### src/rtl/core/advert_payload_field_parser_top_macros.svh
// Assertion macros for the advertisement payload field parser.
`ifndef ADVERT_PAYLOAD_FIELD_PARSER_TOP_MACROS_SVH
`define ADVERT_PAYLOAD_FIELD_PARSER_TOP_MACROS_SVH
`ifndef SYNTHESIS
// Same-cycle implication, checked on every clock edge out of reset.
`define APFP_ASSERT_IMPLY(lbl, ante, cons) \
    lbl: assert property (@(posedge i_clk) disable iff (!i_rst_n) (ante) |-> (cons)) \
        else $error("apfp: same-cycle check failed");
// Next-cycle implication, checked on every clock edge out of reset.
`define APFP_ASSERT_NEXT(lbl, ante, cons) \
    lbl: assert property (@(posedge i_clk) disable iff (!i_rst_n) (ante) |=> (cons)) \
        else $error("apfp: next-cycle check failed");
`else
`define APFP_ASSERT_IMPLY(lbl, ante, cons)
`define APFP_ASSERT_NEXT(lbl, ante, cons)
`endif
`endif

### src/rtl/core/apfp_pkg.sv
// Types and constants shared by the advertisement payload field parser.
package apfp_pkg;

    // Payload layout.
    localparam int unsigned POS_W     = 8;
    localparam logic [7:0]  KEY_END   = 8'd32;
    localparam logic [7:0]  TS_LAST   = 8'd35;
    localparam logic [7:0]  TS_END    = 8'd36;
    localparam logic [7:0]  FIXED_LEN = 8'd100;   // 32 + 4 + 64
    localparam logic [7:0]  LOC_START = 8'd101;
    localparam logic [7:0]  LAT_LAST  = 8'd104;
    localparam logic [7:0]  LON_LAST  = 8'd108;
    localparam logic [7:0]  LOC_LEN   = 8'd8;
    localparam logic [7:0]  FEAT_LEN  = 8'd2;

    // Flag byte bits.
    localparam int unsigned FLAG_LOC  = 4;
    localparam int unsigned FLAG_F1   = 5;
    localparam int unsigned FLAG_F2   = 6;
    localparam int unsigned FLAG_NAME = 7;

    // Output queue geometry.
    localparam int unsigned QUEUE_DEPTH = 4;
    localparam int unsigned QPTR_W      = 2;
    localparam int unsigned QCNT_W      = 3;

    typedef enum logic [3:0] {
        KIND_KEY   = 4'd0,
        KIND_TS    = 4'd1,
        KIND_SIG   = 4'd2,
        KIND_FLAGS = 4'd3,
        KIND_LAT   = 4'd4,
        KIND_LON   = 4'd5,
        KIND_FEAT1 = 4'd6,
        KIND_FEAT2 = 4'd7,
        KIND_NAME  = 4'd8,
        KIND_END   = 4'd9
    } t_kind;

    typedef enum logic [1:0] {
        STATUS_OK        = 2'd0,
        STATUS_SHORT     = 2'd1,
        STATUS_TRUNCATED = 2'd2
    } t_status;

    typedef struct packed {
        t_kind       field_kind;
        logic [7:0]  byte_index;
        logic [31:0] field_value;
        t_status     parse_status;
        logic [3:0]  node_type;
        logic        has_location;
        logic        has_feature_one;
        logic        has_feature_two;
        logic        end_of_payload;
    } t_result;

    // Up to two results produced by one item, field result first.
    typedef struct packed {
        logic    a_valid;
        logic    b_valid;
        t_result a;
        t_result b;
    } t_push;

endpackage

### src/rtl/core/apfp_decode.sv
// Input register, parse state and per-byte field decode.
module apfp_decode #(
    parameter int MAX_PAYLOAD_BYTES = 255
) (
    input  logic                 i_clk,
    input  logic                 i_rst_n,
    input  logic                 i_in_valid,
    output logic                 o_in_ready,
    input  logic [7:0]           i_data_byte,
    input  logic                 i_last_byte,
    input  logic                 i_room,
    output apfp_pkg::t_push      o_push
);

    localparam logic [apfp_pkg::POS_W-1:0] MAX_POS = apfp_pkg::POS_W'(MAX_PAYLOAD_BYTES);

    logic        r_in_valid;
    logic [7:0]  r_in_byte;
    logic        r_in_last;

    logic [7:0]  r_pos, n_pos;
    logic [31:0] r_acc, n_acc;
    logic [7:0]  r_flag, n_flag;
    logic        r_term, n_term;

    logic        advance;
    logic [7:0]  loc_end, f1_end, f2_end;
    logic [7:0]  e_loc_end, e_f1_end, e_f2_end;
    apfp_pkg::t_result res_a, res_b;
    logic        a_valid;

    // The held item moves on when the queue has room for two results.
    assign advance    = r_in_valid && i_room;
    assign o_in_ready = !r_in_valid || advance;

    // Input register.
    always_ff @(posedge i_clk) begin
        if (!i_rst_n) begin
            r_in_valid <= 1'b0;
        end else if (o_in_ready) begin
            r_in_valid <= i_in_valid;
        end
        if (o_in_ready && i_in_valid) begin
            r_in_byte <= i_data_byte;
            r_in_last <= i_last_byte;
        end
    end

    // Optional field boundaries from the stored flag byte.
    assign loc_end = apfp_pkg::LOC_START + (r_flag[apfp_pkg::FLAG_LOC] ? apfp_pkg::LOC_LEN : 8'd0);
    assign f1_end  = loc_end + (r_flag[apfp_pkg::FLAG_F1] ? apfp_pkg::FEAT_LEN : 8'd0);
    assign f2_end  = f1_end + (r_flag[apfp_pkg::FLAG_F2] ? apfp_pkg::FEAT_LEN : 8'd0);

    // Boundaries from the flag byte as it stands after this item.
    assign e_loc_end = apfp_pkg::LOC_START
                     + (n_flag[apfp_pkg::FLAG_LOC] ? apfp_pkg::LOC_LEN : 8'd0);
    assign e_f1_end  = e_loc_end + (n_flag[apfp_pkg::FLAG_F1] ? apfp_pkg::FEAT_LEN : 8'd0);
    assign e_f2_end  = e_f1_end + (n_flag[apfp_pkg::FLAG_F2] ? apfp_pkg::FEAT_LEN : 8'd0);

    // Field decode for the held byte.
    always_comb begin
        n_pos   = r_pos;
        n_acc   = r_acc;
        n_flag  = r_flag;
        n_term  = r_term;
        a_valid = 1'b0;
        res_a   = '0;
        if (r_pos < MAX_POS) begin
            n_acc = {r_in_byte, r_acc[31:8]};
            n_pos = r_pos + 8'd1;
            priority if (r_pos < apfp_pkg::KEY_END) begin
                a_valid          = 1'b1;
                res_a.field_kind = apfp_pkg::KIND_KEY;
                res_a.byte_index = r_pos;
                res_a.field_value = {24'd0, r_in_byte};
            end else if (r_pos < apfp_pkg::TS_END) begin
                if (r_pos == apfp_pkg::TS_LAST) begin
                    a_valid           = 1'b1;
                    res_a.field_kind  = apfp_pkg::KIND_TS;
                    res_a.field_value = n_acc;
                end
            end else if (r_pos < apfp_pkg::FIXED_LEN) begin
                a_valid           = 1'b1;
                res_a.field_kind  = apfp_pkg::KIND_SIG;
                res_a.byte_index  = r_pos - apfp_pkg::TS_END;
                res_a.field_value = {24'd0, r_in_byte};
            end else if (r_pos == apfp_pkg::FIXED_LEN) begin
                n_flag            = r_in_byte;
                a_valid           = 1'b1;
                res_a.field_kind  = apfp_pkg::KIND_FLAGS;
                res_a.field_value = {24'd0, r_in_byte};
            end else if (r_pos < loc_end) begin
                if (r_pos == apfp_pkg::LAT_LAST) begin
                    a_valid           = 1'b1;
                    res_a.field_kind  = apfp_pkg::KIND_LAT;
                    res_a.field_value = n_acc;
                end else if (r_pos == apfp_pkg::LON_LAST) begin
                    a_valid           = 1'b1;
                    res_a.field_kind  = apfp_pkg::KIND_LON;
                    res_a.field_value = n_acc;
                end
            end else if (r_pos < f1_end) begin
                if (r_pos == f1_end - 8'd1) begin
                    a_valid           = 1'b1;
                    res_a.field_kind  = apfp_pkg::KIND_FEAT1;
                    res_a.field_value = {16'd0, n_acc[31:16]};
                end
            end else if (r_pos < f2_end) begin
                if (r_pos == f2_end - 8'd1) begin
                    a_valid           = 1'b1;
                    res_a.field_kind  = apfp_pkg::KIND_FEAT2;
                    res_a.field_value = {16'd0, n_acc[31:16]};
                end
            end else begin
                if (r_flag[apfp_pkg::FLAG_NAME] && !r_term) begin
                    if (r_in_byte == 8'd0) begin
                        n_term = 1'b1;
                    end else begin
                        a_valid           = 1'b1;
                        res_a.field_kind  = apfp_pkg::KIND_NAME;
                        res_a.byte_index  = r_pos - f2_end;
                        res_a.field_value = {24'd0, r_in_byte};
                    end
                end
            end
        end

        // End result on the last byte; truncation is checked in field order.
        res_b                = '0;
        res_b.field_kind     = apfp_pkg::KIND_END;
        res_b.end_of_payload = 1'b1;
        if (n_pos < apfp_pkg::FIXED_LEN) begin
            res_b.parse_status = apfp_pkg::STATUS_SHORT;
        end else if (n_pos > apfp_pkg::FIXED_LEN) begin
            res_b.node_type = n_flag[3:0];
            if (n_flag[apfp_pkg::FLAG_LOC]) begin
                if (n_pos >= e_loc_end) res_b.has_location = 1'b1;
                else res_b.parse_status = apfp_pkg::STATUS_TRUNCATED;
            end
            if (res_b.parse_status == apfp_pkg::STATUS_OK && n_flag[apfp_pkg::FLAG_F1]) begin
                if (n_pos >= e_f1_end) res_b.has_feature_one = 1'b1;
                else res_b.parse_status = apfp_pkg::STATUS_TRUNCATED;
            end
            if (res_b.parse_status == apfp_pkg::STATUS_OK && n_flag[apfp_pkg::FLAG_F2]) begin
                if (n_pos >= e_f2_end) res_b.has_feature_two = 1'b1;
                else res_b.parse_status = apfp_pkg::STATUS_TRUNCATED;
            end
        end
    end

    // Parse state; cleared again after the last byte of a payload.
    always_ff @(posedge i_clk) begin
        if (!i_rst_n) begin
            r_pos  <= '0;
            r_acc  <= '0;
            r_flag <= '0;
            r_term <= 1'b0;
        end else if (advance) begin
            if (r_in_last) begin
                r_pos  <= '0;
                r_acc  <= '0;
                r_flag <= '0;
                r_term <= 1'b0;
            end else begin
                r_pos  <= n_pos;
                r_acc  <= n_acc;
                r_flag <= n_flag;
                r_term <= n_term;
            end
        end
    end

    // Results handed to the output queue.
    always_comb begin
        o_push.a_valid = advance && a_valid;
        o_push.b_valid = advance && r_in_last;
        o_push.a       = res_a;
        o_push.b       = res_b;
    end

endmodule

### src/rtl/core/apfp_outq.sv
// Small result queue that takes up to two results a cycle and gives one.
module apfp_outq (
    input  logic                 i_clk,
    input  logic                 i_rst_n,
    input  apfp_pkg::t_push      i_push,
    output logic                 o_room,
    output logic                 o_out_valid,
    input  logic                 i_out_ready,
    output apfp_pkg::t_result    o_result
);

    apfp_pkg::t_result               r_q [apfp_pkg::QUEUE_DEPTH];
    logic [apfp_pkg::QPTR_W-1:0]     r_wr, r_rd;
    logic [apfp_pkg::QCNT_W-1:0]     r_cnt;
    logic                            pop;
    logic [apfp_pkg::QPTR_W-1:0]     wr_b;
    logic [apfp_pkg::QCNT_W-1:0]     push_n;

    assign o_room      = r_cnt <= apfp_pkg::QCNT_W'(apfp_pkg::QUEUE_DEPTH - 2);
    assign o_out_valid = r_cnt != '0;
    assign o_result    = r_q[r_rd];
    assign pop         = o_out_valid && i_out_ready;
    assign wr_b        = r_wr + apfp_pkg::QPTR_W'(i_push.a_valid);
    assign push_n      = apfp_pkg::QCNT_W'(i_push.a_valid) + apfp_pkg::QCNT_W'(i_push.b_valid);

    // Result storage; the field result goes in ahead of the end result.
    always_ff @(posedge i_clk) begin
        if (i_push.a_valid) r_q[r_wr] <= i_push.a;
        if (i_push.b_valid) r_q[wr_b] <= i_push.b;
    end

    // Pointers and fill count.
    always_ff @(posedge i_clk) begin
        if (!i_rst_n) begin
            r_wr  <= '0;
            r_rd  <= '0;
            r_cnt <= '0;
        end else begin
            r_wr  <= r_wr + push_n[apfp_pkg::QPTR_W-1:0];
            if (pop) r_rd <= r_rd + apfp_pkg::QPTR_W'(1);
            r_cnt <= r_cnt + push_n - apfp_pkg::QCNT_W'(pop);
        end
    end

endmodule

### src/rtl/core/advert_payload_field_parser_top.sv
// Top level of the advertisement payload field parser.
//
// Input channel (i_in_valid / o_in_ready) takes one payload byte per item with
// i_last_byte marking the final byte. Output channel (o_out_valid / i_out_ready)
// gives one result per item: key and signature bytes, the timestamp, the flag
// byte, the selected optional words, name bytes and, on the last byte, an end
// result carrying the parse status and presence bits.
// A byte is held in the input register, decoded, and its results are written
// to a four-entry output queue, from which its first result is offered.
// The block takes one byte per cycle while the queue has room for two results.
// A last byte that also completes a field gives two results, which leave the
// queue one after the other, field result first.
// The input register moves on only while the queue has room for two results, so
// a stalled receiver backs up into o_in_ready and nothing is dropped. Reset
// empties the queue and the input register and clears the byte position, word
// accumulator, flag byte and name state; no clearing pass.
module advert_payload_field_parser_top #(
    parameter int MAX_PAYLOAD_BYTES = 255
) (
    input  logic        i_clk,
    input  logic        i_rst_n,
    input  logic        i_in_valid,
    output logic        o_in_ready,
    input  logic [7:0]  i_data_byte,
    input  logic        i_last_byte,
    output logic        o_out_valid,
    input  logic        i_out_ready,
    output logic [3:0]  o_field_kind,
    output logic [7:0]  o_byte_index,
    output logic [31:0] o_field_value,
    output logic [1:0]  o_parse_status,
    output logic [3:0]  o_node_type,
    output logic        o_has_location,
    output logic        o_has_feature_one,
    output logic        o_has_feature_two,
    output logic        o_end_of_payload
);

`include "advert_payload_field_parser_top_macros.svh"

    apfp_pkg::t_push   push;
    apfp_pkg::t_result result;
    logic              room;

    // Byte decode and parse state.
    apfp_decode #(
        .MAX_PAYLOAD_BYTES(MAX_PAYLOAD_BYTES)
    ) u_decode (
        .i_clk       (i_clk),
        .i_rst_n     (i_rst_n),
        .i_in_valid  (i_in_valid),
        .o_in_ready  (o_in_ready),
        .i_data_byte (i_data_byte),
        .i_last_byte (i_last_byte),
        .i_room      (room),
        .o_push      (push)
    );

    // Output queue.
    apfp_outq u_outq (
        .i_clk       (i_clk),
        .i_rst_n     (i_rst_n),
        .i_push      (push),
        .o_room      (room),
        .o_out_valid (o_out_valid),
        .i_out_ready (i_out_ready),
        .o_result    (result)
    );

    // Result fields onto the ports.
    assign o_field_kind      = result.field_kind;
    assign o_byte_index      = result.byte_index;
    assign o_field_value     = result.field_value;
    assign o_parse_status    = result.parse_status;
    assign o_node_type       = result.node_type;
    assign o_has_location    = result.has_location;
    assign o_has_feature_one = result.has_feature_one;
    assign o_has_feature_two = result.has_feature_two;
    assign o_end_of_payload  = result.end_of_payload;

    // The end mark and the end kind always travel together.
    `APFP_ASSERT_IMPLY(a_end_kind, o_out_valid && o_end_of_payload, o_field_kind == apfp_pkg::KIND_END)
    // Only an end result carries a status.
    `APFP_ASSERT_IMPLY(a_status_on_end, o_out_valid && !o_end_of_payload, o_parse_status == apfp_pkg::STATUS_OK)
    // A short payload reports no optional field.
    `APFP_ASSERT_IMPLY(a_short_no_fields, o_out_valid && o_parse_status == apfp_pkg::STATUS_SHORT, !o_has_location && !o_has_feature_one && !o_has_feature_two)
    // Both results of a last byte are queued: the end result follows without a gap in data.
    `APFP_ASSERT_NEXT(a_end_follows, o_out_valid && i_out_ready && !o_end_of_payload && push.b_valid, o_out_valid)

endmodule

### config.mk
export PLATFORM = sky130hd
export DESIGN_NAME = advert_payload_field_parser_top
export DESIGN_NICKNAME = d
export VERILOG_FILES = /design/src/rtl/core/apfp_pkg.sv /design/src/rtl/core/apfp_decode.sv /design/src/rtl/core/apfp_outq.sv /design/src/rtl/core/advert_payload_field_parser_top.sv
export VERILOG_INCLUDE_DIRS = /design/src /design/src/rtl/core
export SDC_FILE = /design/constraint.sdc
export NUM_CORES = 1
export LEC_CHECK = 0
export ABC_AREA = 1
export BUFFER_PORTS_ARGS = -buffer_cell sky130_fd_sc_hd__buf_2
export CAP_MARGIN = 40
export CORE_MARGIN = 2
export CORE_UTILIZATION = 25
export DETAILED_ROUTE_END_ITERATION = 8
export GPL_TIMING_DRIVEN = 0
export SLEW_MARGIN = 20
export SYNTH_ARGS = -nofsm -noshare
export SYNTH_HDL_FRONTEND = slang
export SYNTH_SLANG_ARGS = --single-unit
### constraint.sdc
create_clock -name i_clk -period 5.1 [get_ports i_clk]
set_input_delay 0.765 -clock i_clk [delete_from_list [all_inputs] [get_ports i_clk]]
set_output_delay 0.765 -clock i_clk [all_outputs]
set_load 0.01 [all_outputs]
After elaboration in Yosys (flattened, before gate mapping)
Memory sizes are Yosys's and may differ from the RTL's. A register that Yosys moved wholly into a read port is not among the register bits.
Cells that the tools add are included.
- register bits: 66
- word-level logic and storage cells: 174
- memories kept: 1
- output and inout port bits: 56
- input port bits: 13
- RAM bits: 216
- eq/ne operators: 13
- reductions and logical operators: 22
- mux-type cells: 97
- add/sub/neg operators: 17
- $lt $le $gt $ge: 13
- memories (memory ; depth ; width ; read ports ; clocked after memory_dff ; wr ports ; line ; source):
    u_outq.r_q ; 4 ; 54 ; 1 ; 1 ; 2 ; apfp_outq.sv:12 ; apfp_pkg::t_result r_q [apfp_pkg::QUEUE_DEPTH];
- operators by type and width (kind ; count):
    32-bit two-way mux ; 10
    44-bit two-way mux ; 5
    8-bit two-way mux ; 13
    1-bit two-way mux ; 37
    2-bit two-way mux ; 17
    8-bit adder ; 4
    16-bit two-way mux ; 2
    4-bit two-way mux ; 8
    8-bit by 7-bit equality test with 1-bit output (second input constant) ; 3
    8-bit >= comparator ; 3
    8-bit < comparator ; 3
    7-bit by 8-bit adder with 8-bit output (first input constant) ; 2
    8-bit equality test ; 2
    8-bit by 6-bit < comparator with 1-bit output (second input constant) ; 2
    8-bit by 7-bit < comparator with 1-bit output (second input constant) ; 2
    8-bit by 1-bit subtractor with 8-bit output (second input constant) ; 2
    2-bit by 1-bit != test with 1-bit output (second input constant) ; 7
    11-bit AND reduction ; 1
    3-bit two-way mux ; 3
    9-bit two-way mux ; 1
    8-bit by 1-bit adder with 8-bit output (second input constant) ; 1
    8-bit by 6-bit equality test with 1-bit output (second input constant) ; 1
    8-bit by 7-bit greater-than comparator with 1-bit output (second input constant) ; 1
    1-bit logical AND ; 8
    other kinds (19) ; 24

Depth between registers and ports, before layout
Gate-level depths: netlist (run 1).
- depth in word-level cells: 23
- depth in mapped cells: 25
- gate-level depth less buffers: 24

By module
A second synthesis (run 1) with hierarchy kept.
- cell total of the unflattened synthesis: 1869
- area total of the unflattened synthesis: 15568.7 um2
- by module, submodules not included (module ; area an instance (um2) ; cells each ; instances ; sequential area each (um2)):
    apfp_outq ; 10852.9 ; 1132 ; 1 ; 6666.4
    apfp_decode ; 4715.8 ; 737 ; 1 ; 1111.1

Worst setup path after synthesis (run 1)
No wires, ideal clock.
- path type: reg2reg
- start: register u_decode.r_flag[5]
- end: memory u_outq.r_q[3][1] (netlist bit), enable pin
- cell stages (with the launch flop): 24
- arrival time: 3.359 ns
- setup slack: 1.432 ns
- required time: 4.791 ns
- clock period less this slack: 3.668 ns
- setup time: 0.309 ns
- path through: dfxtp_1 ha_1 xnor2_1 ha_1 inv_1 o21bai_1 inv_1 nand2_1 a21oi_1 nand2_1 nand3_1 nand2_1 nand2_1 nand2_1 nand2_2 buf_6 nand2_1 inv_1 ha_1 xnor2_1 inv_1 nand3_1 clkbuf_1 nand2_1
- RTL lines (element ; line ; source):
    start, declared ; apfp_decode.sv:23 ; logic [7:0] r_flag, n_flag;
    start signal, assigned ; apfp_decode.sv:167 ; r_flag <= n_flag;
    end, declared ; apfp_outq.sv:12 ;

==> run_results.csv, run 1 <==
group,metric,value,unit
run_status,status,"finished, final reports clean",
timing,fin_crit_sh,0.9110,
grt,antenna_found_initial,0,
layout,nets,2390,
timing,relSlewSlack,0.4274,
timing,tightest_slew,0.8557,ns
layout,num-fill-cells,6472,
grt,grt_pass1_wl,76630,um
timing,period_needed,4.646,ns
critical_path,r2r_start,"u_decode.r_pos[0]",
power_and_ir_drop,pwr-share-seq,0.383,
timing,final_max_slew_viol_count,0,
clocking,clock-sinks,276,
detailed_routing,wire_per_inst,15.85,um
placed_design,dp_hpwl,36440,um
logic_synthesis,yosysWarnings,0,
min_path,hp-class,"in2reg",
grt,grt-ovfl-total,0,
detailed_routing,viasPerCell,4.539,
placed_design,io_buffers,68,
timing,max_freq,0.2152,GHz
clocking,cts_root_buf,"clkbuf_16",
detailed_routing,wirelength,49700,um
grt,grt_pass1_vias,13237,
logic_synthesis,ys_dominant_reg_cell,"dfxtp_1",
layout,area_growth,15.94,%
layout,final_cell_mix,"616 x nand2_1, 387 x nor2_1, 277 x inv_1, 254 x a21oi_1, 231 x dfxtp_1",
placed_design,placed_area,15890,um^2
power_and_ir_drop,clockPowerShare,0.258,
clocking,post_cts_resized,0,
layout,final-seq-area,5976,um^2
logic_synthesis,synth_edf_count,45,
timing,final_hold_viol_count,0,
critical_path,cp-end-kind,"register",
layout,multi_input_area,6932,um^2
logic_synthesis,ys_seq_area_frac,0.4096,
clocking,numCtsBuffers,31,
timing,holdWs,0.3536,ns
floorplan,dieWidth,245.6,um
detailed_routing,vias,14234,
critical_path,critPathKind,"reg2reg",
job,maxCapViolations,0,
floorplan,core_area,57700,um^2
critical_path,cp.arrival,4.87,ns
detailed_routing,route.detailed.drc,0,
floorplan,die_h,245.6,um
min_path,hold_start,"i_data_byte[2]",
logic_synthesis,synth_nets,2289,
power_and_ir_drop,power_density,513.4,nW/um^2
timing,setup_viol,0,
detailed_routing,drt.antenna.violating_nets,0,
timing,fin_skew,0.01922,ns
critical_path,crit_start,"u_decode.r_pos[0]",
layout,stdcell_area,16910,um^2
layout,final_cell_count_no_fill,3136,
floorplan,rows,88,
clocking,hold_buffers,0,
critical_path,start_kind,"register",
power_and_ir_drop,peakVddDrop,0.0002680,V
clocking,clkTransAtPathRegs,0.06,ns
placed_design,dp_cells,3077,
floorplan,die_area,60300,um^2
power_and_ir_drop,internal_power,5.374,mW
grt,grt_usage,0.1620,
grt,grt_max_degree,17,
power_and_ir_drop,power_switching,3.310,mW
logic_synthesis,synth_area,14590,um^2
clocking,cts_tree,"built",
critical_path,worst_ep_required_time,5.32,ns
layout,final_util,0.2932,
floorplan,io_pins,69,
clocking,postCtsSetupRepairBufs,0,
layout,drive_above_1_share,0.08186,
placed_design,gp_routability_congestion,0.9069,
logic_synthesis,ys_types,41,
logic_synthesis,syn_inst,2244,
logic_synthesis,ys_seq_elements,276,
power_and_ir_drop,leakage,9.053,nW
clocking,clk_path_buf_depth,3,
power_and_ir_drop,p_comb_frac,0.359,
critical_path,cp_max_fo,10,
detailed_routing,first_pass_iters,5,
power_and_ir_drop,power_switching_share,0.3812,
timing,rsz0062_at_grt,"false",
logic_synthesis,async_flop_share,0,
clocking,insertion_delay,0.59,ns
floorplan,start_util,0.2528,
layout,final_common_cell,"nand2_1",
logic_synthesis,syn-mean-instance-area,6.501,um^2
timing,fin_tns_setup,0,ns
clocking,htreeDepth,1,
detailed_routing,drt_iter0_markers,1184,
through the flow:
step,setup slack (ns),power [mW]
3_3_place_gp,0.1814,6.436
5_1_grt,0.06695,9.348
6_report,0.4541,8.684
3_5_place_dp,0.09141,6.478
4_1_cts,0.06877,8.720
2_1_floorplan,1.432,5.409
area by class of cell:
cell class / count / area share
antenna: 1 / 0.0001480
buffer: 135 / 0.03654
clock buffer: 46 / 0.05156
clock inverter: 12 / 0.007841
inverter: 288 / 0.06406
multi-input combinational: 1545 / 0.4098
sequential: 276 / 0.3533
tap: 765 / 0.05659
timing repair buffer: 68 / 0.02012
critical path: stages, from the launching register on:
cell and delay (ns):
dfxtp_1 0.44, clkbuf_2 0.28, inv_1 0.20, ha_1 0.28
o21ai_1 0.26, a21oi_4 0.11, inv_2 0.13, nand2_1 0.08
inv_2 0.05, nand3_1 0.06, nand2_1 0.07, nand2_1 0.05
nand2_1 0.08, nand2_2 0.08, buf_6 0.14, nand2_1 0.05
inv_1 0.11, ha_1 0.23, xnor2_1 0.33, nand3_2 0.38
clkbuf_1 0.41, nand2_1 0.46
sequential cells by signal (all words and copies together), names as in the netlist, named ones only:
signal / cells
u_decode.r_in_byte: 8
u_decode.r_acc: 24
u_decode.r_in_last: 1
u_outq.r_q: 216
u_decode.r_in_valid: 1
u_decode.r_flag: 8
u_outq.r_cnt: 3
u_decode.r_term: 1
u_outq.r_rd: 2
u_decode.r_pos: 8
u_outq.r_wr: 2
cell usage after synthesis, types with 3 or more instances:
master / count / area share
buf_4: 6 / 0.0031
o21ai_1: 6 / 0.0021
buf_6: 5 / 0.0039
nand3_2: 3 / 0.0021
nand2_2: 4 / 0.0017
inv_1: 277 / 0.071
nor3_1: 3 / 0.0010
buf_2: 39 / 0.013
inv_2: 8 / 0.0021
nand4_1: 26 / 0.011
nor2_1: 387 / 0.10
o22ai_1: 12 / 0.0051
clkbuf_1: 84 / 0.022
o21ai_0: 101 / 0.035
xor2_1: 11 / 0.0066
edfxtp_1: 45 / 0.093
a21oi_1: 254 / 0.087
nand2_1: 616 / 0.16
ha_1: 30 / 0.026
a31oi_1: 3 / 0.0013
dfxtp_1: 231 / 0.32
nand3_1: 68 / 0.023
final timing paths:
| check | cells past startpoint | slack, ns | to |
|---|---|---|---|
| max | 21 | 0.45 | u_outq.r_q[0][5] |
| min | 1 | 0.35 | u_decode.r_in_byte[2] |
| max reg2reg | 21 | 0.45 | u_outq.r_q[0][5] |
| min reg2reg | 2 | 0.44 | u_outq.r_q[1][0] |
cells by family after synthesis:
| group | synth area share |
|---|---|
| AND/OR/NAND/NOR | 0.3011 |
| XOR/XNOR | 0.007805 |
| adder cells (fa/ha/maj) | 0.02848 |
| AO/OA/AOI/OAI | 0.1365 |
| flip-flops | 0.4096 |
| buffers and inverters | 0.1166 |
power by group through the flow:
stage	sequential, mW	combinational [mW]	clock [mW]
finish	3.32	3.12	2.24
global route	3.40	3.59	2.36
CTS	3.32	3.14	2.26
detailed placement	3.36	3.12	0
global placement	3.34	3.10	0
floorplan	3.28	2.13	0
layer usage:
| metal | vias up | global-route usage | wire length, um |
|---|---|---|---|
| met4 | 0 | 0.04866 | 1263 |
| met2 | 429 | 0.2630 | 22340 |
| met3 | 74 | 0.02237 | 3134 |
| li1 | 7197 | - | - |
| met5 | - | 0 | 0 |
| met1 | 6534 | 0.2222 | 22970 |
(Power assumes the default switching activity.)
==> run 2, diff against run 1 <==
--- a/config.mk
+++ b/config.mk
@@ -6,7 +6,6 @@
 export SDC_FILE = /design/constraint.sdc
 export NUM_CORES = 1
 export LEC_CHECK = 0
-export ABC_AREA = 1
 export BUFFER_PORTS_ARGS = -buffer_cell sky130_fd_sc_hd__buf_2
 export CAP_MARGIN = 40
 export CORE_MARGIN = 2
==> run 2 against run 1 <==
Against the previous run: clock skew shrank 0.011 ns; critical path depth shrank 7; sequential share of layout area grew 3.6 points; first-iteration DRC count shrank 21%; utilization grew 0.51 points; hold slack gained 0.017 ns; final cell count shrank 29%; power shrank 21%; clock power shrank 5%; fmax shrank 6.5%; via count shrank 21%; highest routed layer unchanged.
==> run_results.csv, run 2 <==
group,metric,value,unit
clocking,clkTransAtPathRegs,0.06,ns
clocking,cts_tree,"built",
logic_synthesis,synth_area,13080,um^2
placed_design,gp_routability_congestion,0.9277,
run_status,status,"finished, final reports clean",
layout,reg_top3,"u_outq.r_q: 216 flops, u_decode.r_acc: 24 flops",
logic_synthesis,synth_nets,1463,
logic_synthesis,syn_inst,1418,
floorplan,rows,83,
detailed_routing,wirelength,44080,um
grt,antenna_found_initial,0,
timing,relSlewSlack,0.4121,
placed_design,dp_hpwl,32010,um
grt,grt_usage,0.1614,
power_and_ir_drop,finalPower,6.860,mW
critical_path,worst_ep_required_time,5.52,ns
placed_design,placed_area,14350,um^2
logic_synthesis,syn-mean-instance-area,9.221,um^2
timing,rsz0062_at_grt,"true",
clocking,cts_root_buf,"clkbuf_16",
logic_synthesis,yosysWarnings,0,
clocking,numCtsBuffers,29,
timing,max_freq,0.2013,GHz
layout,drive_above_1_share,0.1535,
logic_synthesis,synthMostInstantiatedCell,"nand2_1",
grt,grt-ovfl-total,0,
critical_path,critPathKind,"reg2reg",
timing,fin_crit_sh,0.9742,
clocking,hold_buffers,0,
detailed_routing,first_pass_iters,5,
timing,fin_tns_setup,0,ns
floorplan,core_area,51510,um^2
layout,area_growth,17.51,%
clocking,clock-sinks,276,
timing,final_max_slew_viol_count,0,
clocking,clk_path_buf_depth,3,
floorplan,start_util,0.2538,
critical_path,cp_max_fo,10,
clocking,htreeDepth,1,
logic_synthesis,ys_types,68,
grt,grt_pass1_vias,11032,
logic_synthesis,ys_seq_elements,276,
detailed_routing,wire_per_inst,19.77,um
floorplan,io_pins,69,
clocking,insertion_delay,0.57,ns
detailed_routing,viasPerCell,5.065,
floorplan,die_h,232.7,um
logic_synthesis,synth_top_cells_by_count,"233 x nand2_1, 231 x dfxtp_1, 174 x nor2_1",
logic_synthesis,ys_seq_area_frac,0.4570,
layout,nets,1573,
floorplan,die_area,54140,um^2
power_and_ir_drop,power_density,446.5,nW/um^2
min_path,hp-class,"in2reg",
timing,final_hold_viol_count,0,
layout,multi_input_area,6585,um^2
timing,setup_viol,0,
critical_path,cp.arrival,5.38,ns
detailed_routing,drt.antenna.violating_nets,0,
logic_synthesis,synthTopCellsByArea,"dfxtp_1 35%, edfxtp_1 10%, mux4_2 9.3%",
timing,holdWs,0.3709,ns
clocking,postCtsSetupRepairBufs,0,
timing,tightest_slew,0.8818,ns
floorplan,dieWidth,232.7,um
power_and_ir_drop,peakVddDrop,0.0002122,V
placed_design,io_buffers,67,
layout,antenna_cells,0,
power_and_ir_drop,leakage,5.432,nW
logic_synthesis,synth_edf_count,45,
timing,period_needed,4.968,ns
detailed_routing,drt_iter0_markers,940,
layout,final_cell_mix,"231 x dfxtp_1, 229 x nand2_1, 172 x nor2_1, 122 x a21oi_1, 94 x buf_2",
placed_design,dp_cells,2172,
grt,grt_max_degree,15,
layout,final-seq-area,5976,um^2
logic_synthesis,async_flop_share,0,
grt,grt_pass1_wl,66880,um
logic_synthesis,ys_dominant_reg_cell,"dfxtp_1",
critical_path,start_kind,"register",
layout,num-fill-cells,5466,
layout,final_cell_count_no_fill,2230,
logic_synthesis,synth.top_cell.area_share,0.3537,
job,maxCapViolations,0,
detailed_routing,vias,11295,
layout,largest_reg_flops,216,
critical_path,cp-end-kind,"register",
logic_synthesis,synth_area_leader_cell,"dfxtp_1",
layout,final_common_cell,"dfxtp_1",
timing,fin_skew,0.007758,ns
layout,stdcell_area,15360,um^2
layout,regMostFlops,"u_outq.r_q",
detailed_routing,route.detailed.drc,0,
==> run 2: kinds of logic (layout without fill, tap and decap cells) <==
group,count (synthesis),after routing,synth area share
and+or+nand+nor,558,558,0.1900
adders and majority gates,32,32,0.03177
DFF,276,276,0.4570
xor gates and xnor gates,18,18,0.01206
muxes,60,60,0.09818
buffers and inverters,137,269,0.04249
AOI/OAI and AO/OA,337,337,0.1684
==> run 2: routing by layer <==
layer | track usage | up-vias | part of all wire
met5 | 0 | - | 0
met4 | 0.06270 | 0 | 0.035
met3 | 0.02855 | 83 | 0.083
met2 | 0.2573 | 506 | 0.45
met1 | 0.2167 | 5467 | 0.43
li1 | - | 5239 | -
==> run 2: cell type report <==
| cell class | count | share of cell area |
|---|---|---|
| multi-input cells | 1005 | 0.4286 |
| repair buffers | 79 | 0.02940 |
| inverters | 31 | 0.007573 |
| clock buffers | 44 | 0.05480 |
| flip-flops and latches | 276 | 0.3889 |
| plain buffers | 106 | 0.02883 |
| clock inverters | 9 | 0.006515 |
| well taps | 680 | 0.05537 |
==> run 2: critical path, stage by stage (launching register included) <==
cell and delay [ns]:
dfxtp_1 0.56, buf_2 0.34, inv_1 0.19, ha_1 0.26, nand2b_1 0.07, clkbuf_1 0.28
a31oi_1 0.27, or3_1 0.43, nand4_2 0.29, a21oi_1 0.12, ha_1 0.37, clkbuf_1 0.19
nor3_2 0.74, clkbuf_1 0.59, a211oi_1 0.10
==> run 2: repair_timing <==
item | CTS | global route
setup endpoints to repair | 33 | 47
gates resized for setup | 3 | 8
cloned | 0 | 0
==> run 2: final timing paths <==
| path | depth (start not counted) | slack, ns | start | end |
|---|---|---|---|---|
| max | 14 | 0.13 | u_decode.r_pos[2] | u_outq.r_q[0][13] |
| min | 1 | 0.37 | i_data_byte[4] | u_decode.r_in_byte[4] |
| min reg2reg | 2 | 0.44 | u_outq.r_q[3][0] | u_outq.r_q[3][0] |
| max reg2reg | 14 | 0.13 | u_decode.r_pos[2] | u_outq.r_q[0][13] |
==> run 2: metrics by stage <==
step / util / setup slack, ns
floorplan: - / 1.182
global placement: 0.2769 / -0.5242
detailed placement: 0.2786 / -0.06109
CTS: 0.2970 / 0.05490
global route: 0.2983 / -0.04126
finish: 0.2983 / 0.1316
==> run 2: power breakdown <==
| part | internal (mW) | switching (mW) | leakage (nW) |
|---|---|---|---|
| combinational | 0.802 | 1.08 | 2.66 |
| sequential | 2.65 | 0.214 | 2.31 |
| clock | 1.23 | 0.882 | 0.461 |
